`config.mk`:
```
export PLATFORM = sky130hd
export DESIGN_NAME = psc_div_cell
export DESIGN_NICKNAME = d
export VERILOG_FILES = /design/src/hw/rtl/psc_pkg.sv /design/src/hw/rtl/psc_div_cell.sv
export SDC_FILE = /design/constraint.sdc
export NUM_CORES = 1
export LEC_CHECK = 0
export BUFFER_PORTS_ARGS = -buffer_cell sky130_fd_sc_hd__buf_4
export CELL_PAD_IN_SITES_DETAIL_PLACEMENT = 1
export CELL_PAD_IN_SITES_GLOBAL_PLACEMENT = 2
export CORE_ASPECT_RATIO = 1.2
export CORE_MARGIN = 4
export CORE_UTILIZATION = 28
export DETAILED_ROUTE_END_ITERATION = 6
export PLACE_DENSITY = 0.82
export SLEW_MARGIN = 25
export SYNTH_ARGS = -nofsm -noshare
export SYNTH_HDL_FRONTEND = slang
export SYNTH_SLANG_ARGS = --single-unit
```
`constraint.sdc`:
```
create_clock -name clk_i -period 3.8 [get_ports clk_i]
set_input_delay 1.14 -clock clk_i [delete_from_list [all_inputs] [get_ports clk_i]]
set_output_delay 1.14 -clock clk_i [all_outputs]
set_load 0.02 [all_outputs]
```
`src/hw/rtl/psc_pkg.sv`:
```
// shared types, constants and tables for the pursuit steering command pipeline
package psc_pkg;

  // fixed-point constants
  localparam int PI_Q16           = 205887;
  localparam int CORDIC_STEPS_DEF = 16;
  localparam int DEADBAND_RST     = 1966;
  localparam int STRENGTH_RST     = 19660800;

  // datapath widths
  localparam int CW        = 37;  // cordic x/y, covers gain on 33-bit inputs
  localparam int ZW        = 20;  // cordic angle, signed q4.16 radians
  localparam int SQW       = 68;  // radicand padded to whole bit pairs
  localparam int REMW      = 37;  // square root partial remainder
  localparam int DISTW     = 34;  // square root result
  localparam int PW        = 64;  // strength times offset magnitude
  localparam int SQ_STEPS  = SQW / 2;
  localparam int DIV_STEPS = 33;  // quotient bits 32..0, bits 32 and 31 flag saturation

  // pipeline depth: 4 prep stages, root cells, product stage, divide cells, output
  localparam int LAT        = 4 + SQ_STEPS + 1 + DIV_STEPS + 1;
  localparam int SIDE_DEPTH = SQ_STEPS + 1 + DIV_STEPS;

  // configuration register indexes
  typedef enum logic {
    REG_DEADBAND = 1'b0,
    REG_STRENGTH = 1'b1
  } reg_e;

  // angular command codes
  typedef enum logic [1:0] {
    TURN_STOP = 2'd0,
    TURN_POS  = 2'd1,
    TURN_NEG  = 2'd2
  } turn_e;

  // linear command kinds
  typedef enum logic {
    DRIVE_VEL   = 1'b0,
    DRIVE_FORCE = 1'b1
  } drive_e;

  // one cordic rotation state
  typedef struct packed {
    logic signed [CW-1:0] x;
    logic signed [CW-1:0] y;
    logic signed [ZW-1:0] z;
    logic                 fixed;
    logic signed [ZW-1:0] fz;
  } cordic_t;

  // digit-by-digit square root state
  typedef struct packed {
    logic [REMW-1:0]  rem;
    logic [DISTW-1:0] root;
    logic [SQW-1:0]   srest;
  } sqrt_t;

  // restoring divide state for both components
  typedef struct packed {
    logic [PW-1:0]        rem_x;
    logic [PW-1:0]        rem_y;
    logic [DIV_STEPS-1:0] q_x;
    logic [DIV_STEPS-1:0] q_y;
    logic [DISTW-1:0]     d;
  } div_t;

  // offset data that rides beside the root and divide cells
  typedef struct packed {
    logic               force_m;
    logic signed [32:0] dx;
    logic signed [32:0] dy;
    logic [32:0]        adx;
    logic [32:0]        ady;
  } side_t;

  // arctangent of 2^-i in q4.16
  function automatic logic signed [ZW-1:0] atan_q16(input int unsigned i);
    logic signed [ZW-1:0] v;
    case (i)
      0:       v = ZW'(51472);
      1:       v = ZW'(30386);
      2:       v = ZW'(16055);
      3:       v = ZW'(8150);
      4:       v = ZW'(4091);
      5:       v = ZW'(2047);
      6:       v = ZW'(1024);
      7:       v = ZW'(512);
      8:       v = ZW'(256);
      9:       v = ZW'(128);
      10:      v = ZW'(64);
      11:      v = ZW'(32);
      12:      v = ZW'(16);
      13:      v = ZW'(8);
      14:      v = ZW'(4);
      15:      v = ZW'(2);
      16:      v = ZW'(1);
      default: v = '0;
    endcase
    return v;
  endfunction

endpackage

```
`src/hw/rtl/psc_div_cell.sv`:
```
// one quotient bit of both force component divides with its output register
module psc_div_cell import psc_pkg::*; #(
  parameter int BIT = 0
) (
  input  logic clk_i,
  input  logic en_i,
  input  div_t v_i,
  output div_t v_o
);

  logic [PW+2:0] dsh;
  logic          ge_x, ge_y;
  div_t v_d, v_q;

  // shifted divisor, compared against both remainders
  assign dsh  = (PW+3)'(v_i.d) << BIT;
  assign ge_x = (PW+3)'(v_i.rem_x) >= dsh;
  assign ge_y = (PW+3)'(v_i.rem_y) >= dsh;

  always_comb begin
    v_d = v_i;
    v_d.q_x[BIT] = ge_x;
    v_d.q_y[BIT] = ge_y;
    if (ge_x) v_d.rem_x = v_i.rem_x - dsh[PW-1:0];
    if (ge_y) v_d.rem_y = v_i.rem_y - dsh[PW-1:0];
  end

  always_ff @(posedge clk_i) begin
    if (en_i) v_q <= v_d;
  end

  assign v_o = v_q;

endmodule

```
# [Word level (Yosys, flattened, before mapping)]
# Cells that the tools add are included.
[totals] inputBits=230 latchBits=0 romBits=0 regBits=228 memories=0 ram_bits=0 word_cells=11
[classes] n_mul=0 magnitude_cmp=2 n_eq_ne=0 n_shift=0 n_addsub=2 n_reduce_logical=0 bitwise=0 muxes=2 div=0
[op_table] operator="$ge 64x34->1" count=2
[op_table] operator="$mux 64" count=2
[op_table] operator="$sub 64x34->64" count=2

# [Logic depth before layout (Yosys ltp)]
[logic_depth] ltp_word=2 mapped_depth=13 ltp_nobuf=13

# [Least setup slack after synthesis]
# No wires, ideal clock.
[synth_path] path_type="input to register" start="input port v_i[100] (netlist bit)" end="register v_q (netlist bit v_o[146]) (data pin)" t_required_ps=3532 setup_ps=268 cell_stages=13 setup_slack_ps=-53 path_buffers=1 t_arrival_ps=3585 path_cell_list="inv_1 -> ha_1 -> fa_1 -> nor2b_1 -> o31ai_1 -> a31oi_2 -> a31o_2 -> a31oi_1 -> o21ai_4 -> or3b_1 -> buf_6 -> nor4_2 -> xor2_1"
[synth_rtl] item="start: declaration" line_no="psc_div_cell.sv:7" text="input div_t v_i,"
[synth_rtl] item="end signal: assignment" line_no="psc_div_cell.sv:29" text="if (en_i) v_q <= v_d;"
[synth_rtl] item="end: declaration" line_no="psc_div_cell.sv:13" text="div_t v_d, v_q;"

==> flow_summary.yaml <==
run_status:
  run_status: "finished, final reports clean"
floorplan:
  core_box_area_sq_um: 47130
  row_count: 87
  dieArea_sq_um: 51360
  floorplan.initialDensity: 0.2839
  floorplan.die.height_um: 247.5
  die_w_um: 207.5
  io-pin-count: 458
job:
  timing.max_cap.violations: 0
global_route:
  groute.usage.overall: 0.2076
  via_count_of_the_first_global_routing_pass: 13664
  antenna_found_initial: 7
  grt_first_pass_wirelength_um: 83030
  grt_overflow: 0
  largest_net_degree_at_the_start_of_global_routing: 64
timing:
  achievable-frequency_mhz: 271.7
  final_hold_viol_count: 0
  slew_violations: 0
  worst_slew_pin_slew_ps: 762.8
  timing.final.crit_share: 0.9685
  holdWs_ps: 760.0
  finalSetupViolCount: 0
  slew_headroom: 0.4871
  period_minus_slack_ps: 3680
routing:
  detail_route.first_pass.iterations: 4
  drt_first_iter_violations: 593
  post_drt_via_cell_ratio: 4.849
  drc: 0
  antenna_left: 0
  dr_total_vias: 12589
  drt-wirelength-per-cell_um: 21.58
  wl_um: 56010
critical_path:
  kind_of_launch_point_of_the_worst_setup_path: "input port"
  worstSetupEndpointType: "flop"
  highest_net_fanout_along_the_worst_path: 8
  critPathKind: "input port to flop"
  required_ps: 4080
  critical_path_arrival_ps: 3960
clock_network:
  clock_sinks: 228
  tritoncts.num_buffers: 26
  worst_setup_hold_path_clk_slew_ps: 70
  cts_hold_buf: 0
  htreeDepth: 1
  ctsLongestPathBuffers: 3
  clock_tree.root_cell: "clkbuf_16"
  tritoncts: "yes"
final_layout:
  fraction_of_final_layout_cells_with_drive_strength_greater_than_1: 0.4324
  most-common-layout-cells: "buf_4, edfxtp_1, a21oi_1"
  syn_to_final_growth_pct: 53.42
  largest_register_ff_count: 228
  mostFrequentLayoutCell: "buf_4"
  final_core_utilization: 0.4355
  fin_nets: 2251
power_and_ir_drop:
  p_per_area_nw_per_um2: 402.1
  total_power_mw: 8.253
  static_leakage_nw: 9.003
  power.ir.vdd_worst_uv: 327.0
place:
  numPortBuffers: 455
  place_congestion: 0.8869
  hpwl_um: 46420
yosys:
  synth_largest_type_area_fraction: 0.5117
  synth_cell_types: 80
  async_flop_share: 0
  seq_area_frac_synth: 0.5117
  number_of_warnings_issued_by_yosys: 0
  seq_cells_post_synth: 228
  synth_edf_count: 228
  syn_area_sq_um: 13380
  netlist_instances: 1227
  synth_top_flop_cell: "edfxtp_1"
  top_cells_by_area_in_the_synthesized_netlist: "edfxtp_1, ha_1, a21oi_1"
  syn_area_per_cell_sq_um: 10.90
  synth_nets: 1527
  synth.largest_area_cell: "edfxtp_1"
min_path:
  hold_path.class: "input port to flop"
per-stage QoR:
step                      cell area (sq um)  setup TNS [ps]  setup slack, ps  instances
after floorplan                       13380               0            14.30       1227
after global placement                19570          -31330           -466.0       2544
after detailed placement              19570          -35350           -564.5       2544
after CTS                             20450               0            77.43       2589
after global routing                  20520          -24.27           -24.27       2593
final                                 20530               0            119.7       2596
report_power, final:
group	leakage [nW]	switching (mW)	internal, mW
logic	6.34	1.30	1.13
clock network	0.428	1.07	1.56
registers	2.23	0.0886	3.10
timing repair:
item                       CTS  global route
gates resized for setup      1            14
buffers inserted             0             2
hold endpoints to repair     0             0
pin swaps                    0             8
setup endpoints to repair    1            13
worst max-delay path, stage by stage:
cell       delay (ps)
buf_4              90
inv_1              80
ha_1              390
nand2_1           130
a211oi_1          420
o21ai_0           190
a31oi_1           460
o31ai_2           180
o21ai_1           300
a2111oi_4         120
buf_4             200
a22o_1            260
cell type report:
class | instances | area (sq um)
Clock inverter | 17 | 201.4
Timing Repair Buffer | 753 | 5714
Tap cell | 623 | 779.5
Antenna cell | 5 | 12.51
Multi-Input combinational cell | 887 | 6086
Clock buffer | 28 | 679.4
Inverter | 55 | 206.4
Fill cell | 5305 | 26610
Sequential cell | 228 | 6847
Yosys cell counts, drive strengths merged (15+ instances only):
cell      n
edfxtp  228
a21oi   121
nor2    114
nand2    86
ha       68
xnor2    60
xor2     57
inv      55
o21ai    52
a21o     39
clkbuf   33
nor3     31
nand4    29
nor4     25
buf      24
nand3    23
or4      17
a31oi    15
path summary, 6_finish.rpt:
path                 from            endpoint  depth (start not counted)
hold / removal    v_i[81]   v_o[81]$_DFFE_PP_                          1
setup / recovery   v_i[3]  v_o[217]$_DFFE_PP_                         12
logic make-up after synthesis:
kind of cell | count (synthesis) | share of synthesized area
DFF | 228 | 0.5117
buffers and inverters | 112 | 0.03741
xor gates and xnor gates | 117 | 0.07659
adders and majority gates | 70 | 0.06659
muxes | 8 | 0.008136
AOI/OAI and AO/OA | 301 | 0.1477
and+or+nand+nor | 391 | 0.1519
routing by layer:
layer / vias up / wire length, um / global-route usage
met5: - / 19 / 0
met4: 4 / 1619 / 0.05855
met3: 69 / 4364 / 0.06271
met2: 394 / 28570 / 0.3864
met1: 6100 / 21430 / 0.2300
li1: 6022 / - / -
No activity file was read; power rests on OpenSTA's default activity.
