File: config.mk
export PLATFORM = sky130hd
export DESIGN_NAME = psc_cordic_cell
export DESIGN_NICKNAME = d
export VERILOG_FILES = /design/src/hw/rtl/psc_pkg.sv /design/src/hw/rtl/psc_cordic_cell.sv
export SDC_FILE = /design/constraint.sdc
export NUM_CORES = 1
export LEC_CHECK = 0
export BUFFER_PORTS_ARGS = -buffer_cell sky130_fd_sc_hd__buf_4
export CORE_ASPECT_RATIO = 1.1
export CORE_MARGIN = 1.5
export CORE_UTILIZATION = 56
export CTS_CLUSTER_DIAMETER = 60
export CTS_CLUSTER_SIZE = 20
export DETAILED_ROUTE_END_ITERATION = 10
export PLACE_DENSITY = 0.8
export RECOVER_POWER = 100
export REMOVE_ABC_BUFFERS = 1
export SYNTH_ARGS = -nofsm -noshare
export SYNTH_HDL_FRONTEND = slang
export SYNTH_SLANG_ARGS = --single-unit
File: constraint.sdc
create_clock -name clk_i -period 4.2 [get_ports clk_i]
set_input_delay 0.42 -clock clk_i [delete_from_list [all_inputs] [get_ports clk_i]]
set_output_delay 0.42 -clock clk_i [all_outputs]
set_load 0.01 [all_outputs]
File: src/hw/rtl/psc_pkg.sv
// shared types, constants and tables for the pursuit steering command pipeline
package psc_pkg;

  // fixed-point constants
  localparam int PI_Q16           = 205887;
  localparam int CORDIC_STEPS_DEF = 16;
  localparam int DEADBAND_RST     = 1966;
  localparam int STRENGTH_RST     = 19660800;

  // datapath widths
  localparam int CW        = 37;  // cordic x/y, covers gain on 33-bit inputs
  localparam int ZW        = 20;  // cordic angle, signed q4.16 radians
  localparam int SQW       = 68;  // radicand padded to whole bit pairs
  localparam int REMW      = 37;  // square root partial remainder
  localparam int DISTW     = 34;  // square root result
  localparam int PW        = 64;  // strength times offset magnitude
  localparam int SQ_STEPS  = SQW / 2;
  localparam int DIV_STEPS = 33;  // quotient bits 32..0, bits 32 and 31 flag saturation

  // pipeline depth: 4 prep stages, root cells, product stage, divide cells, output
  localparam int LAT        = 4 + SQ_STEPS + 1 + DIV_STEPS + 1;
  localparam int SIDE_DEPTH = SQ_STEPS + 1 + DIV_STEPS;

  // configuration register indexes
  typedef enum logic {
    REG_DEADBAND = 1'b0,
    REG_STRENGTH = 1'b1
  } reg_e;

  // angular command codes
  typedef enum logic [1:0] {
    TURN_STOP = 2'd0,
    TURN_POS  = 2'd1,
    TURN_NEG  = 2'd2
  } turn_e;

  // linear command kinds
  typedef enum logic {
    DRIVE_VEL   = 1'b0,
    DRIVE_FORCE = 1'b1
  } drive_e;

  // one cordic rotation state
  typedef struct packed {
    logic signed [CW-1:0] x;
    logic signed [CW-1:0] y;
    logic signed [ZW-1:0] z;
    logic                 fixed;
    logic signed [ZW-1:0] fz;
  } cordic_t;

  // digit-by-digit square root state
  typedef struct packed {
    logic [REMW-1:0]  rem;
    logic [DISTW-1:0] root;
    logic [SQW-1:0]   srest;
  } sqrt_t;

  // restoring divide state for both components
  typedef struct packed {
    logic [PW-1:0]        rem_x;
    logic [PW-1:0]        rem_y;
    logic [DIV_STEPS-1:0] q_x;
    logic [DIV_STEPS-1:0] q_y;
    logic [DISTW-1:0]     d;
  } div_t;

  // offset data that rides beside the root and divide cells
  typedef struct packed {
    logic               force_m;
    logic signed [32:0] dx;
    logic signed [32:0] dy;
    logic [32:0]        adx;
    logic [32:0]        ady;
  } side_t;

  // arctangent of 2^-i in q4.16
  function automatic logic signed [ZW-1:0] atan_q16(input int unsigned i);
    logic signed [ZW-1:0] v;
    case (i)
      0:       v = ZW'(51472);
      1:       v = ZW'(30386);
      2:       v = ZW'(16055);
      3:       v = ZW'(8150);
      4:       v = ZW'(4091);
      5:       v = ZW'(2047);
      6:       v = ZW'(1024);
      7:       v = ZW'(512);
      8:       v = ZW'(256);
      9:       v = ZW'(128);
      10:      v = ZW'(64);
      11:      v = ZW'(32);
      12:      v = ZW'(16);
      13:      v = ZW'(8);
      14:      v = ZW'(4);
      15:      v = ZW'(2);
      16:      v = ZW'(1);
      default: v = '0;
    endcase
    return v;
  endfunction

endpackage

File: src/hw/rtl/psc_cordic_cell.sv
// one vectoring cordic iteration with its output register
module psc_cordic_cell import psc_pkg::*; #(
  parameter int STEP = 0
) (
  input  logic    clk_i,
  input  logic    en_i,
  input  cordic_t c_i,
  output cordic_t c_o
);

  logic signed [CW-1:0] xs, ys;
  cordic_t c_d, c_q;

  assign xs = c_i.x >>> STEP;
  assign ys = c_i.y >>> STEP;

  // rotate toward the x axis
  always_comb begin
    c_d = c_i;
    if (!c_i.y[CW-1]) begin
      c_d.x = c_i.x + ys;
      c_d.y = c_i.y - xs;
      c_d.z = c_i.z + atan_q16(STEP);
    end else begin
      c_d.x = c_i.x - ys;
      c_d.y = c_i.y + xs;
      c_d.z = c_i.z - atan_q16(STEP);
    end
  end

  always_ff @(posedge clk_i) begin
    if (en_i) c_q <= c_d;
  end

  assign c_o = c_q;

endmodule

Word level (Yosys, flattened, before mapping). Index checks and enable logic that the tools add are counted. Widths: inputs -> output; s select.

Register bits: 115. Input bits: 117. Output and inout port bits: 115. Logic and storage cells: 11.

Add/sub/neg operators: 5. Multiplexer cells: 1.

Operators by type and width (count): $mux 94 (1); $sub 37x37->37 (2); $add 37x37->37 (1); $add 20x17->20 const B (1); $sub 20x17->20 const B (1).

Depth between registers and ports, before layout.
Depth after elaboration: 2. Gate-level depth with buffers: 14. Mapped depth without buffers: 13.

Worst setup path after synthesis. No wires, ideal clock.

Path type: input -> register. Start point: input c_i[60] (netlist bit). End point: register c_q, in the netlist c_o[77], data pin. Setup time: 0.271 ns. Data arrival time: 2.883 ns. Data required time: 3.929 ns. Slack: 1.046 ns. Cell stages on the path: 11. Path buffers: 0. Cells stage by stage: inv_1 -> ha_1 -> or3_4 -> or4_4 -> or4_1 -> o22ai_1 -> o22ai_1 -> o21ba_1 -> nor2_2 -> o311ai_1 -> xor2_1.

RTL lines: from (decl) (RTL line psc_cordic_cell.sv:7) `input cordic_t c_i,`; to (signal assigned) (RTL line psc_cordic_cell.sv:32) `if (en_i) c_q <= c_d;`; to (decl) (RTL line psc_cordic_cell.sv:12) `cordic_t c_d, c_q;`.

==> impl_metrics.csv <==
group,metric,value,unit
status,status,"finished, violations left",
status,violations,"max-capacitance violations, max-slew violations",
global_routing,grt_pass1_vias,9542,
clocking,cts_hold_buf,0,
timing,setup_viol,0,
cells_and_area,utilization,0.692,
worst_setup_path,cpMostUsedCell,"a21oi_1",
routing,avgViaCountPerCell,5.97,
floorplanning,die_h,145,µm
placed_design,dp_hpwl,23.5,mm
synth,synth_edf_count,114,
floorplanning,die_width,132,µm
synth,yosysTopAreaCellShare,0.332,
floorplanning,rows,51,
floorplanning,pin_count,232,
synth,ys_async_sr_fraction,0,
synth,ys_top_cells_by_area,"edfxtp_1 33%, ha_1 16%, a21oi_1 6.5%",
worst_setup_path,setup.worst_path.start_class,"input pin",
timing,worst_pin_slew,2.72,ns
power_and_ir_drop,peakVddDrop,0.274,mV
flow_run,maxCapViolations,3,
synth,yosysSeqAreaShare,0.332,
clocking,cts-buffers-inserted,17,
power_and_ir_drop,total_leakage_power,5.27,nW
clocking,cts_buffer_depth,2,
worst_setup_path,end_kind,"flip-flop",
cells_and_area,fillers,1559,
cells_and_area,layout-drive-gt1-share,0.123,
floorplanning,initial_core_util,0.578,
global_routing,grt_max_degree,75,
timing,fmax,0.266,GHz
synth,synth_top_family_by_area,"compound AO/OA/AOI/OAI gates",
floorplanning,dieArea,19300,µm²
synth,yosysWarnings,0,
worst_setup_path,cpPeakStageDelay,0.84,ns
routing,drt-total-wl,30.3,mm
timing,min_period,3.76,ns
timing,min_period_over_period,0.896,
worst_setup_path,critPathKind,"in2reg",
floorplanning,core,17900,µm²
clocking,cts_tree,"built",
synth,muxShareOfSynthArea,0.0244,
synth,ys_ff_latch,114,
global_routing,grt_first_pass_wirelength,48.5,mm
timing,layout_setup_ws,0.435,ns
synth,synth_flop_cell,"edfxtp_1",
clocking,root_buffer,"clkbuf_16",
worst_setup_path,required,4.37,ns
routing,first_pass_iters,8,
timing,rsz0062_at_grt,"no",
cells_and_area,largest_reg_flops,114,
timing,slew_viol_final,160,
clocking,cts_setup_buffers,0,
global_routing,gr-total-overflow,0,
hold_path,hold_path_class,"in2reg",
power_and_ir_drop,powerDensity,350,nW/µm²
clocking,cts.htree.levels,4,
synth,synth_compound_gate_area_share,0.229,
worst_setup_path,arrival,3.94,ns
routing,vias,9659,
synth,synthCells,1147,
cells_and_area,area_growth,19.7,%
synth,ys_types,74,
timing,hold_viol_final,0,
synth,yosys.area.top_type,"edfxtp_1",
power_and_ir_drop,total_power,4.32,mW
clocking,cts_num_sinks,114,
placed_design,dp_slack,0.303,ns
cells_and_area,antenna_cells,0,
worst_setup_path,crit_chain,"clkbuf_1, inv_1, ha_1, a21oi_1, a21boi_0, a21oi_1, a2111oi_0, o31ai_1, a31oi_1, o21ai_0, and4_1, o22ai_1, xnor2_1",
synth,netlist_area,10300,µm²
clocking,clk_pin_slew,0.06,ns
timing,slew_headroom,-0.811,
synth,synthXorXnorAreaFrac,0.0696,
cells_and_area,fin_nets,1617,
timing,fin_setup_tns,0,ns
timing,hold_slack,0.191,ns
routing,first_iter_violations,825,
clocking,cts_resized,0,
synth,synthSimpleGateAreaFrac,0.121,
worst_setup_path,slowest_stage,"a2111oi_0",
routing,wl_per_cell,18.7,µm
placed_design,place_congestion,0.963,
global_routing,antenna_found_initial,0,
placed_design,io_buffers,231,
synth,synth_adder_area_share,0.165,
cells_and_area,layout_commonest_cell,"a21oi_1",
worst_setup_path,path_max_fanout,5,
cells_and_area,final_cell_mix,"135 x a21oi_1, 130 x ha_1, 126 x clkbuf_1",
global_routing,grt.total_usage,0.314,
routing,ant_nets,0,
routing,drc,0,
synth,avgSynthCellArea,9.00,µm²
-- worst max-delay path, delay by kind of cell --
| family | cells | cell delay, ns |
|---|---|---|
| compound gates | 8 | 2.60 |
| xor+xnor | 1 | 0.08 |
| fa+ha+maj | 1 | 0.35 |
| buf+inv | 2 | 0.19 |
| simple gates | 1 | 0.30 |
-- worst paths after layout --
kind,from,end,slack (ns),cells past startpoint
worst max-delay path,c_i[45],c_o[111]$_DFFE_PP_,0.44,13
worst min-delay path,c_i[9],c_o[9]$_DFFE_PP_,0.19,1
-- area by class of cell --
class	instances	area (µm²)	share of cell area
multi-input cells	872	6280	0.508
flip-flops and latches	114	3420	0.277
repair buffers	246	1380	0.112
clock buffers	19	433	0.0350
inverters	115	432	0.0349
well taps	238	298	0.0241
clock inverters	13	113	0.00911
-- synth_stat cells, drive strengths merged, types with 3 or more instances --
library cell,number
nand3,15
or2,6
and3,4
xor2,10
o21ai,82
nand4,10
or3,5
mux2i,24
o41ai,4
nand2,42
nor2b,21
nand2b,14
a211o,5
inv,109
o221ai,3
a2111oi,3
and4,3
o21a,11
o211ai,8
nor2,92
clkinv,6
or4,3
a21oi,135
nor3,22
ha,130
a31oi,14
o31a,8
a21boi,4
o311ai,7
fa,4
a211oi,16
nor4,6
buf,14
o31ai,9
edfxtp,114
o21bai,22
xnor2,72
and2,5
o22ai,4
a221oi,3
a21o,24
clkbuf,32
-- logic make-up (layout without fill, tap and decap cells) --
group           count (synthesis)  after routing
xor+xnor                       82             82
simple gates                  254            254
buf+inv                       161            393
mux                            25             25
compound gates                377            377
flops                         114            114
fa+ha+maj                     134            134
-- power breakdown --
part	switching, mW	internal, mW
clock network	0.553	0.809
registers	0.0520	1.48
logic	0.875	0.549
total	1.48	2.84
-- per-layer routing --
layer  GRT usage  share of wire  up-vias
met3      0.0582          0.079       90
met2       0.539           0.49      496
met1       0.387           0.40     4496
met4       0.136          0.035        0
li1            -              -     4577
met5           0              0        -
-- through the flow --
| step | instance area [µm²] | instances |
|---|---|---|
| floorplan | 10100 | 1101 |
| global placement | 12300 | 1585 |
| detailed placement | 12300 | 1585 |
| CTS | 12800 | 1617 |
| global route | 12400 | 1617 |
| finish | 12400 | 1617 |
Power figures use the tool's default switching activity.
