[src/hw/rtl/psc_pkg.sv]
// shared types, constants and tables for the pursuit steering command pipeline
package psc_pkg;

  // fixed-point constants
  localparam int PI_Q16           = 205887;
  localparam int CORDIC_STEPS_DEF = 16;
  localparam int DEADBAND_RST     = 1966;
  localparam int STRENGTH_RST     = 19660800;

  // datapath widths
  localparam int CW        = 37;  // cordic x/y, covers gain on 33-bit inputs
  localparam int ZW        = 20;  // cordic angle, signed q4.16 radians
  localparam int SQW       = 68;  // radicand padded to whole bit pairs
  localparam int REMW      = 37;  // square root partial remainder
  localparam int DISTW     = 34;  // square root result
  localparam int PW        = 64;  // strength times offset magnitude
  localparam int SQ_STEPS  = SQW / 2;
  localparam int DIV_STEPS = 33;  // quotient bits 32..0, bits 32 and 31 flag saturation

  // pipeline depth: 4 prep stages, root cells, product stage, divide cells, output
  localparam int LAT        = 4 + SQ_STEPS + 1 + DIV_STEPS + 1;
  localparam int SIDE_DEPTH = SQ_STEPS + 1 + DIV_STEPS;

  // configuration register indexes
  typedef enum logic {
    REG_DEADBAND = 1'b0,
    REG_STRENGTH = 1'b1
  } reg_e;

  // angular command codes
  typedef enum logic [1:0] {
    TURN_STOP = 2'd0,
    TURN_POS  = 2'd1,
    TURN_NEG  = 2'd2
  } turn_e;

  // linear command kinds
  typedef enum logic {
    DRIVE_VEL   = 1'b0,
    DRIVE_FORCE = 1'b1
  } drive_e;

  // one cordic rotation state
  typedef struct packed {
    logic signed [CW-1:0] x;
    logic signed [CW-1:0] y;
    logic signed [ZW-1:0] z;
    logic                 fixed;
    logic signed [ZW-1:0] fz;
  } cordic_t;

  // digit-by-digit square root state
  typedef struct packed {
    logic [REMW-1:0]  rem;
    logic [DISTW-1:0] root;
    logic [SQW-1:0]   srest;
  } sqrt_t;

  // restoring divide state for both components
  typedef struct packed {
    logic [PW-1:0]        rem_x;
    logic [PW-1:0]        rem_y;
    logic [DIV_STEPS-1:0] q_x;
    logic [DIV_STEPS-1:0] q_y;
    logic [DISTW-1:0]     d;
  } div_t;

  // offset data that rides beside the root and divide cells
  typedef struct packed {
    logic               force_m;
    logic signed [32:0] dx;
    logic signed [32:0] dy;
    logic [32:0]        adx;
    logic [32:0]        ady;
  } side_t;

  // arctangent of 2^-i in q4.16
  function automatic logic signed [ZW-1:0] atan_q16(input int unsigned i);
    logic signed [ZW-1:0] v;
    case (i)
      0:       v = ZW'(51472);
      1:       v = ZW'(30386);
      2:       v = ZW'(16055);
      3:       v = ZW'(8150);
      4:       v = ZW'(4091);
      5:       v = ZW'(2047);
      6:       v = ZW'(1024);
      7:       v = ZW'(512);
      8:       v = ZW'(256);
      9:       v = ZW'(128);
      10:      v = ZW'(64);
      11:      v = ZW'(32);
      12:      v = ZW'(16);
      13:      v = ZW'(8);
      14:      v = ZW'(4);
      15:      v = ZW'(2);
      16:      v = ZW'(1);
      default: v = '0;
    endcase
    return v;
  endfunction

endpackage

[src/hw/rtl/psc_sqrt_cell.sv]
// one result bit of the integer square root with its output register
module psc_sqrt_cell import psc_pkg::*; (
  input  logic  clk_i,
  input  logic  en_i,
  input  sqrt_t s_i,
  output sqrt_t s_o
);

  logic [REMW-1:0] rem2, trial;
  logic            ge;
  sqrt_t s_d, s_q;

  // bring down the next bit pair and try the new root bit
  assign rem2  = {s_i.rem[REMW-3:0], s_i.srest[SQW-1 -: 2]};
  assign trial = {1'b0, s_i.root, 2'b01};
  assign ge    = rem2 >= trial;

  always_comb begin
    s_d.rem   = ge ? rem2 - trial : rem2;
    s_d.root  = {s_i.root[DISTW-2:0], ge};
    s_d.srest = {s_i.srest[SQW-3:0], 2'b00};
  end

  always_ff @(posedge clk_i) begin
    if (en_i) s_q <= s_d;
  end

  assign s_o = s_q;

endmodule

[config.mk]
export PLATFORM = sky130hd
export DESIGN_NAME = psc_sqrt_cell
export DESIGN_NICKNAME = d
export VERILOG_FILES = /design/src/hw/rtl/psc_pkg.sv /design/src/hw/rtl/psc_sqrt_cell.sv
export SDC_FILE = /design/constraint.sdc
export NUM_CORES = 1
export LEC_CHECK = 0
export BUFFER_PORTS_ARGS = -buffer_cell sky130_fd_sc_hd__buf_2
export CORE_MARGIN = 2
export CORE_UTILIZATION = 49
export DETAILED_ROUTE_END_ITERATION = 6
export HOLD_SLACK_MARGIN = 0.08
export PLACE_DENSITY = 0.79
export REMOVE_ABC_BUFFERS = 1
export SLEW_MARGIN = 20
export SYNTH_ARGS = -nofsm -noshare
export SYNTH_HDL_FRONTEND = slang
export SYNTH_SLANG_ARGS = --single-unit
[constraint.sdc]
create_clock -name clk_i -period 4.65 [get_ports clk_i]
set_clock_uncertainty 0.05 [all_clocks]
set_input_delay 0.93 -clock clk_i [delete_from_list [all_inputs] [get_ports clk_i]]
set_output_delay 0.93 -clock clk_i [all_outputs]
set_load 0.01 [all_outputs]
======== Word-level counts from Yosys, hierarchy flattened ========
Index checks and enable logic that the tools add are counted.
cells by class
  $add $sub $neg .......................... 1
  magnitude comparators ................... 1
  mux-type cells .......................... 1
operators with widths
  cell            count
  $ge 37x36->1    1
  $mux 37         1
  $sub 37x36->37  1
word-level totals
  output and inout port bits .............. 139
  bits in registers ....................... 137
  logic and storage cells ................. 6
  bits of input ports ..................... 141

======== Depth between registers and ports, before layout ========
Gate-level depths: netlist (run 1).
  depth after elaboration ................. 2
  gate-level depth with buffers ........... 13
  gate-level depth less buffers ........... 11

======== Worst setup path before layout (run 1) ========
No wires, ideal clock.
  path kind ............................... in2reg
  start point ............................. in s_i[69] (netlist bit)
  end point ............................... reg s_q (netlist bit s_o[122]) (data pin)
  stages .................................. 11
  path buffers ............................ 1
  data arrival time ....................... 3208 ps
  library setup time ...................... 260 ps
  required time ........................... 4340 ps
  slack ................................... 1132 ps
  cells stage by stage .................... inv_1 -> ha_1 -> o21ai_2 -> a22oi_4 -> a21oi_2 -> a311o_1 -> a2111oi_4 -> o31ai_4 -> nand2_4 -> buf_12 -> mux2_4
RTL lines
  item                  RTL line             source
  from (decl)           psc_sqrt_cell.sv:5   input sqrt_t s_i,
  to (signal assigned)  psc_sqrt_cell.sv:25  if (en_i) s_q <= s_d;
  to (decl)             psc_sqrt_cell.sv:11  sqrt_t s_d, s_q;

==> flow_metrics.py, run 1 <==
metrics = {
    "synthesis": {
        "synth_cell_type_count": 63,
        "synth_area_mm2": 0.00682,
        "synth.yosys.warnings": 0,
        "yosysMostFrequentCell": "sky130_fd_sc_hd__edfxtp_1",
        "synth_seq_area_share_pct": 60.3,
        "synth_top_area_share_pct": 60.3,
        "ys_async_sr_fraction_pct": 0,
        "synth.top_cells.by_area": "sky130_fd_sc_hd__edfxtp_1, sky130_fd_sc_hd__ha_1, sky130_fd_sc_hd__a21oi_1, sky130_fd_sc_hd__xnor2_1, sky130_fd_sc_hd__inv_1",
        "yosys_register_bits": 137,
        "synth.largest_area_cell": "sky130_fd_sc_hd__edfxtp_1",
        "synth_ff_type": "sky130_fd_sc_hd__edfxtp_1",
        "ys_top_cells_by_count": "sky130_fd_sc_hd__edfxtp_1, sky130_fd_sc_hd__a21oi_1, sky130_fd_sc_hd__inv_1",
        "number_of_flops_mapped_to_enable_cells_by_yosys": 137,
        "syn_inst": 539,
        "postSynthAreaPerCell_um2": 12.6,
    },
    "routing": {
        "drt-vias-per-instance": 5.24,
        "drcViolationCount": 0,
        "overall_via_count_from_detail_route": 5296,
        "first_pass_drt_iterations": 4,
        "drt.antenna.violating_nets": 0,
        "post_dr_wirelength_cell_um": 18.2,
        "first_iter_violations": 381,
        "postRouteWirelength_um": 18400,
    },
    "timing": {
        "maxSlewHeadroom_pct": 49.9,
        "finalCritPeriodShare_pct": 79.8,
        "final_hold_viol_count": 0,
        "tightest_slew_ns": 0.743,
        "slew_violations": 0,
        "hold_ws_ns": 0.632,
        "number_of_setup_violations_in_the_final_report": 0,
        "post-route-worst-setup-slack_ns": 0.941,
        "timing.setup.tns_ns": 0,
        "grt_setup_unrepaired": "no",
        "crit_path_time_final_ns": 3.71,
        "max_freq_ghz": 0.270,
    },
    "power_and_ir_drop": {
        "power.leakage_nw": 4.00,
        "totalPowerFinal_mw": 3.68,
        "powerDensity_mw_per_mm2": 411,
        "irDropWorstVdd_v": 0.000230,
    },
    "placement": {
        "place_inst": 979,
        "gp_routability_congestion": 0.856,
        "post_place_worst_slack_ns": 0.526,
        "dp.final_hpwl_um": 14000,
        "postPlaceCellArea_mm2": 0.00832,
        "io_buffer_count": 275,
    },
    "clock_network": {
        "holdBufCountCts": 0,
        "clkSinkCount": 137,
        "cts_setup_buffers": 0,
        "tritoncts": "built",
        "ctsRootBufferMaster": "sky130_fd_sc_hd__clkbuf_16",
        "clk_pin_slew_worst_paths_ns": 0.06,
        "postCtsResizedCells": 0,
        "cts_buffers": 17,
        "cts_max_path_buffers": 2,
        "h-tree-depth": 4,
    },
    "floorplanning": {
        "design.die.area_mm2": 0.0149,
        "floorplan.io_pins": 280,
        "fp.dieW_um": 122,
        "placement_rows": 43,
        "core_mm2": 0.0137,
        "initial_util_pct": 49.7,
        "fp.dieH_um": 122,
    },
    "finish": {
        "fillCellCount": 1031,
        "post-route-cell-area_mm2": 0.00896,
        "max_ffs_per_register": 137,
        "multi_input_area_mm2": 0.00237,
        "antennaDiodeCount": 0,
        "area_delta_synth_final_pct": 31.4,
        "final_layout_size_suffix_gt1_share_pct": 40.1,
        "finalCoreUtilization_pct": 65.3,
        "finalNetCount": 995,
        "layout.area.seq_mm2": 0.00411,
        "fin_cells": 1011,
    },
    "worst_setup_path": {
        "critical_path_peak_fanout": 39,
        "type_of_the_worst_setup_path": "input pin to flop",
        "worst-endpoint-required_ns": 4.86,
        "crit_path_end_kind": "flop",
        "crit_path_start_kind": "input pin",
        "data_arrival_time_of_the_critical_path_ns": 3.92,
    },
    "grt": {
        "grt.total_usage_pct": 24.1,
        "grt_remaining_overflow": 0,
        "largest_net_degree_at_the_start_of_global_routing": 80,
        "grt_pass1_wl_um": 26800,
        "number_of_global_route_vias_before_repair": 5075,
        "antenna_found_initial": 0,
    },
    "run_status": {
        "run_status": "finished clean",
    },
    "job": {
        "number_of_maximum_capacitance_constraint_violations": 0,
    },
    "hold_path": {
        "min_path_type": "input pin to flop",
    },
}
==> critical path, cell delays in order <==
cell                        delay (ns)
sky130_fd_sc_hd__buf_2            0.09
sky130_fd_sc_hd__inv_1            0.04
sky130_fd_sc_hd__ha_1             0.32
sky130_fd_sc_hd__o21ai_0          0.19
sky130_fd_sc_hd__a22oi_4          0.26
sky130_fd_sc_hd__a21oi_2          0.12
sky130_fd_sc_hd__a311o_1          0.45
sky130_fd_sc_hd__a2111oi_4        0.47
sky130_fd_sc_hd__o31ai_4          0.12
sky130_fd_sc_hd__nand2_4          0.40
sky130_fd_sc_hd__buf_4            0.29
sky130_fd_sc_hd__nor2_1           0.05
sky130_fd_sc_hd__a21oi_1          0.15
==> layout make-up <==
class | count | share of cell area, %
inverter | 51 | 2.14
multi-input combinational | 332 | 26.5
tap | 180 | 2.51
timing repair buffer | 279 | 15.8
clock buffer | 17 | 4.75
sequential | 137 | 45.9
clock inverter | 15 | 2.39
==> final timing paths <==
check / startpoint / to / slack (ns) / depth (start not counted)
worst max-delay path: s_i[68] / s_o[116] / 0.94 / 13
worst min-delay path: s_i[64] / s_o[66] / 0.63 / 1
==> cell usage in the layout (no fill, tap or decap), types with 4 or more instances in the layout <==
cell,instances
sky130_fd_sc_hd__buf_2,274
sky130_fd_sc_hd__edfxtp_1,137
sky130_fd_sc_hd__a21oi_1,63
sky130_fd_sc_hd__inv_1,51
sky130_fd_sc_hd__nor2_1,38
sky130_fd_sc_hd__ha_1,36
sky130_fd_sc_hd__nand2_1,24
sky130_fd_sc_hd__xnor2_1,23
sky130_fd_sc_hd__o21ai_0,17
sky130_fd_sc_hd__clkbuf_16,17
sky130_fd_sc_hd__nand3_1,12
sky130_fd_sc_hd__a21o_1,12
sky130_fd_sc_hd__xor2_1,9
sky130_fd_sc_hd__nand4_1,8
sky130_fd_sc_hd__o21bai_1,8
sky130_fd_sc_hd__and2_1,7
sky130_fd_sc_hd__o21a_1,5
sky130_fd_sc_hd__nor3_1,4
sky130_fd_sc_hd__a211oi_1,4
sky130_fd_sc_hd__mux2_4,4
sky130_fd_sc_hd__mux2_2,4
sky130_fd_sc_hd__bufinv_16,4
sky130_fd_sc_hd__buf_4,4
==> report_power, final <==
part	internal, mW	total, mW	switching [mW]
registers	1.51	1.54	0.0300
logic	0.290	0.687	0.398
clock network	0.910	1.46	0.546
total	2.71	3.68	0.974
==> logic make-up after synthesis <==
| group | count (synthesis) | share of synthesized area [%] |
|---|---|---|
| AOI/OAI and AO/OA | 141 | 14.2 |
| DFF | 137 | 60.3 |
| and+or+nand+nor | 112 | 8.13 |
| buffers and inverters | 71 | 4.90 |
| adders and majority gates | 36 | 6.61 |
| xor gates and xnor gates | 32 | 4.11 |
| muxes | 9 | 1.69 |
| other | 1 | 0.0550 |
==> per-layer routing <==
metal / vias to the layer above / share of wire [%] / GRT usage, %
met5: - / 0 / 0
met4: 0 / 2.1 / 8.55
met3: 25 / 9.0 / 7.35
met2: 210 / 52 / 43.7
met1: 2509 / 37 / 26.6
li1: 2552 / - / -
No activity file was read; power rests on OpenSTA's default activity.
==> run 2: changes to the inputs <==
CORE_UTILIZATION = 44   (was 49)
PLACE_DENSITY = 0.75   (was 0.79)
clock period = 3.4 ns   (was 4.65 ns; I/O delays follow)
==> flow_metrics.py, run 2 (synthesized netlist as in run 1, its figures left out) <==
metrics = {
    "routing": {
        "drcViolationCount": 0,
        "postRouteWirelength_um": 18200,
        "drt.antenna.violating_nets": 0,
        "first_iter_violations": 253,
        "post_dr_wirelength_cell_um": 16.8,
        "drt-vias-per-instance": 5.00,
        "first_pass_drt_iterations": 4,
        "overall_via_count_from_detail_route": 5447,
    },
    "timing": {
        "number_of_setup_violations_in_the_final_report": 0,
        "slew_violations": 0,
        "grt_setup_unrepaired": "no",
        "timing.setup.tns_ns": 0,
        "final_hold_viol_count": 0,
        "post-route-worst-setup-slack_ns": 0.291,
        "crit_path_time_final_ns": 3.11,
        "hold_ws_ns": 0.377,
        "max_freq_ghz": 0.322,
        "finalCritPeriodShare_pct": 91.4,
        "maxSlewHeadroom_pct": 57.1,
        "tightest_slew_ns": 0.643,
    },
    "grt": {
        "largest_net_degree_at_the_start_of_global_routing": 68,
        "number_of_global_route_vias_before_repair": 5384,
        "grt.total_usage_pct": 21.7,
        "antenna_found_initial": 0,
        "grt_pass1_wl_um": 27200,
        "grt_remaining_overflow": 0,
    },
    "clock_network": {
        "cts_setup_buffers": 0,
        "tritoncts": "built",
        "ctsRootBufferMaster": "sky130_fd_sc_hd__clkbuf_16",
        "clk_pin_slew_worst_paths_ns": 0.07,
        "holdBufCountCts": 0,
        "clkSinkCount": 137,
        "cts_buffers": 17,
        "h-tree-depth": 4,
        "postCtsResizedCells": 0,
        "cts_max_path_buffers": 2,
    },
    "floorplanning": {
        "core_mm2": 0.0151,
        "fp.dieH_um": 128,
        "design.die.area_mm2": 0.0165,
        "placement_rows": 45,
        "fp.dieW_um": 128,
        "initial_util_pct": 45.0,
        "floorplan.io_pins": 280,
    },
    "finish": {
        "antennaDiodeCount": 0,
        "area_delta_synth_final_pct": 38.2,
        "finalCoreUtilization_pct": 62.2,
        "layout.cells.most_common_list": "sky130_fd_sc_hd__buf_2, sky130_fd_sc_hd__edfxtp_1, sky130_fd_sc_hd__buf_4",
        "final_common_cell": "sky130_fd_sc_hd__buf_2",
        "multi_input_area_mm2": 0.00237,
        "final_layout_size_suffix_gt1_share_pct": 44.7,
        "finalNetCount": 1065,
        "fillCellCount": 1237,
        "max_ffs_per_register": 137,
        "layout.area.seq_mm2": 0.00411,
    },
    "worst_setup_path": {
        "worst-endpoint-required_ns": 3.53,
        "data_arrival_time_of_the_critical_path_ns": 3.23,
        "crit_path_end_kind": "flop",
        "type_of_the_worst_setup_path": "input pin to flop",
        "crit_path_start_kind": "input pin",
        "critical_path_peak_fanout": 19,
    },
    "placement": {
        "dp.final_hpwl_um": 14300,
        "io_buffer_count": 275,
        "gp_routability_congestion": 0.875,
        "post_place_worst_slack_ns": -0.176,
    },
    "power_and_ir_drop": {
        "irDropWorstVdd_v": 0.000342,
        "powerDensity_mw_per_mm2": 519,
        "power.leakage_nw": 4.30,
    },
    "hold_path": {
        "min_path_type": "input pin to flop",
    },
    "run_status": {
        "run_status": "finished clean",
    },
    "job": {
        "number_of_maximum_capacitance_constraint_violations": 0,
    },
}
-- run 2: cell count changes in the layout (fill, tap and decap cells not counted) --
cell / before / now
sky130_fd_sc_hd__clkinv_8: 0 / 1
sky130_fd_sc_hd__clkinv_4: 3 / 0
sky130_fd_sc_hd__buf_4: 4 / 73
sky130_fd_sc_hd__inv_6: 3 / 6
sky130_fd_sc_hd__bufinv_16: 4 / 0
sky130_fd_sc_hd__buf_12: 0 / 1
sky130_fd_sc_hd__clkinvlp_4: 2 / 5
-- run 2: final timing paths --
| check | startpoint | endpoint | cells past startpoint |
|---|---|---|---|
| worst max-delay path | s_i[72] | s_o[106] | 11 |
| worst min-delay path | s_i[36] | s_o[38] | 1 |
-- run 2: per-layer routing --
metal | up-vias | global-route usage (%) | part of all wire (%)
li1 | 2700 | - | -
met1 | 2521 | 24.3 | 39
met2 | 195 | 38.4 | 50
met3 | 31 | 7.07 | 8.3
met4 | 0 | 8.27 | 2.5
met5 | - | 0 | 0
-- run 2: stage by stage --
| step | cells | total power [mW] | cell area (um2) |
|---|---|---|---|
| after floorplan | 520 | 2.68 | 6680 |
| after global placement | 1057 | 3.16 | 8860 |
| after detailed placement | 1057 | 3.18 | 8860 |
| after CTS | 1089 | 4.94 | 9420 |
| after global routing | 1089 | 5.11 | 9420 |
| final | 1089 | 4.89 | 9420 |
-- run 2: worst max-delay path, stage by stage --
cell and delay [ns]:
sky130_fd_sc_hd__buf_2 0.09, sky130_fd_sc_hd__inv_1 0.04, sky130_fd_sc_hd__ha_1 0.36, sky130_fd_sc_hd__a21oi_1 0.10, sky130_fd_sc_hd__o21ai_0 0.28, sky130_fd_sc_hd__a21oi_2 0.07, sky130_fd_sc_hd__a311o_1 0.38, sky130_fd_sc_hd__a2111oi_4 0.45
sky130_fd_sc_hd__o31ai_4 0.13, sky130_fd_sc_hd__nand2_4 0.27, sky130_fd_sc_hd__mux2_2 0.38
-- run 2: power by group --
group	leakage [nW]	switching (mW)	internal [mW]
clock network	0.258	0.791	0.958
logic	2.70	0.559	0.481
registers	1.34	0.0394	2.06
-- run 2: final cells by class --
class                   count  area share, %
clock inverters            15           1.41
repair buffers            349           20.7
clock buffers              17           4.51
flip-flops and latches    137           43.7
multi-input cells         332           25.2
well taps                 188           2.50
inverters                  51           2.03
==> run 3: changes to the inputs <==
CORE_UTILIZATION = 35   (was 44)
PLACE_DENSITY = 0.62   (was 0.75)
==> flow_metrics.py, run 3 (synthesized netlist as in run 1, its figures left out) <==
metrics = {
    "timing": {
        "grt_setup_unrepaired": "no",
        "crit_path_time_final_ns": 3.18,
        "maxSlewHeadroom_pct": 62.6,
        "number_of_setup_violations_in_the_final_report": 0,
        "slew_violations": 0,
        "finalCritPeriodShare_pct": 93.4,
        "tightest_slew_ns": 0.561,
        "final_hold_viol_count": 0,
        "post-route-worst-setup-slack_ns": 0.223,
        "max_freq_ghz": 0.315,
        "timing.setup.tns_ns": 0,
    },
    "worst_setup_path": {
        "data_arrival_time_of_the_critical_path_ns": 3.31,
        "critical_path_peak_fanout": 4,
        "worst-endpoint-required_ns": 3.53,
        "type_of_the_worst_setup_path": "input pin to flop",
        "critical_path.slowest_cell": "sky130_fd_sc_hd__a221oi_2",
        "critical_path.most_common_cell": "sky130_fd_sc_hd__buf_4",
        "crit_path_end_kind": "flop",
        "crit_path_start_kind": "input pin",
        "cp_slowest_stage_delay_ns": 0.41,
        "ordered_cell_list_for_the_critical_path": "buf_2, inv_1, ha_1, nor2b_1, o2111ai_1, buf_4, a2111oi_4, buf_4, nor3b_2, o21bai_2, a221oi_2, o31ai_2, xnor2_1, mux2_4",
    },
    "clock_network": {
        "holdBufCountCts": 0,
        "clk_pin_slew_worst_paths_ns": 0.07,
        "cts_buffers": 17,
        "ctsRootBufferMaster": "sky130_fd_sc_hd__clkbuf_16",
        "cts_setup_buffers": 0,
        "tritoncts": "built",
        "cts_max_path_buffers": 2,
        "h-tree-depth": 4,
        "clkSinkCount": 137,
        "postCtsResizedCells": 0,
    },
    "floorplanning": {
        "floorplan.io_pins": 280,
        "placement_rows": 51,
        "design.die.area_mm2": 0.0206,
        "fp.dieH_um": 144,
        "fp.dieW_um": 144,
        "core_mm2": 0.0193,
        "initial_util_pct": 35.4,
    },
    "hold_path": {
        "min_delay_worst_endpoint": "s_o[55]",
        "min_path_type": "input pin to flop",
        "min-delay-start": "s_i[53]",
        "timing.hold.worst_path_depth": 1,
    },
    "placement": {
        "post_place_worst_slack_ns": -0.208,
        "dp.final_hpwl_um": 14600,
        "place_inst": 1151,
        "gp_routability_congestion": 0.821,
        "io_buffer_count": 275,
    },
    "grt": {
        "grt.total_usage_pct": 17.9,
        "grt_pass1_wl_um": 27900,
        "number_of_global_route_vias_before_repair": 5383,
        "antenna_found_initial": 0,
        "largest_net_degree_at_the_start_of_global_routing": 59,
        "grt_remaining_overflow": 0,
    },
    "finish": {
        "finalNetCount": 1082,
        "final_common_cell": "sky130_fd_sc_hd__buf_2",
        "finalCoreUtilization_pct": 50.2,
        "antennaDiodeCount": 0,
        "fin_cells": 1183,
        "layout.cells.most_common_list": "sky130_fd_sc_hd__buf_2, sky130_fd_sc_hd__edfxtp_1, sky130_fd_sc_hd__buf_4",
        "final_layout_size_suffix_gt1_share_pct": 45.8,
        "max_ffs_per_register": 137,
        "area_delta_synth_final_pct": 41.9,
    },
    "routing": {
        "overall_via_count_from_detail_route": 5453,
        "drt-vias-per-instance": 4.61,
        "post_dr_wirelength_cell_um": 15.9,
        "postRouteWirelength_um": 18800,
        "first_iter_violations": 240,
        "drt.antenna.violating_nets": 0,
        "first_pass_drt_iterations": 4,
        "drcViolationCount": 0,
    },
    "job": {
        "number_of_maximum_capacitance_constraint_violations": 0,
    },
    "power_and_ir_drop": {
        "power.leakage_nw": 4.39,
        "powerDensity_mw_per_mm2": 513,
        "irDropWorstVdd_v": 0.000323,
    },
    "run_status": {
        "run_status": "finished clean",
    },
}
run 3: stage by stage:
stage	power [mW]	area (um2)	hold WS, ns
6_report	4.96	9670	0.380
5_1_grt	5.20	9670	0.358
4_1_cts	5.04	9670	0.360
3_5_place_dp	3.21	9110	0.809
3_3_place_gp	3.20	9110	0.807
2_1_floorplan	2.68	6680	0.729
run 3: worst max path at each step:
stage,slack (ns),from,to,depth (start not counted)
2_1_floorplan,-0.09,s_i[69],s_o[106],10
3_3_place_gp,-0.19,s_i[68],s_o[136],14
3_5_place_dp,-0.21,s_i[68],s_o[136],14
4_1_cts,0.24,s_i[68],s_o[136],14
5_1_grt,0.13,s_i[68],s_o[136],14
6_report,0.22,s_i[68],s_o[136],14
run 3: cell type report:
| class | count | area, um2 |
|---|---|---|
| inverters | 51 | 191 |
| clock inverters | 14 | 131 |
| multi-input cells | 332 | 2370 |
| clock buffers | 18 | 429 |
| flip-flops and latches | 137 | 4110 |
| fillers | 1803 | 9600 |
| repair buffers | 366 | 2100 |
| well taps | 265 | 332 |
run 3: report_power, final:
| part | internal (mW) | switching [mW] | leakage, nW |
|---|---|---|---|
| clock network | 0.964 | 0.827 | 0.265 |
| logic | 0.505 | 0.564 | 2.79 |
| registers | 2.06 | 0.0371 | 1.34 |
run 3: per-layer routing:
layer | track usage, % | wire length (um)
met1 | 21.4 | 7810
met2 | 30.8 | 9370
met3 | 6.16 | 1580
met4 | 4.33 | 81
met5 | 0 | 0
run 3: worst max-delay path: cells and delay by family:
family          cells  cell delay [ns]
compound gates      5             1.01
xor+xnor            1             0.14
fa+ha+maj           1             0.32
buf+inv             4             0.46
mux                 1             0.26
simple gates        2             0.43
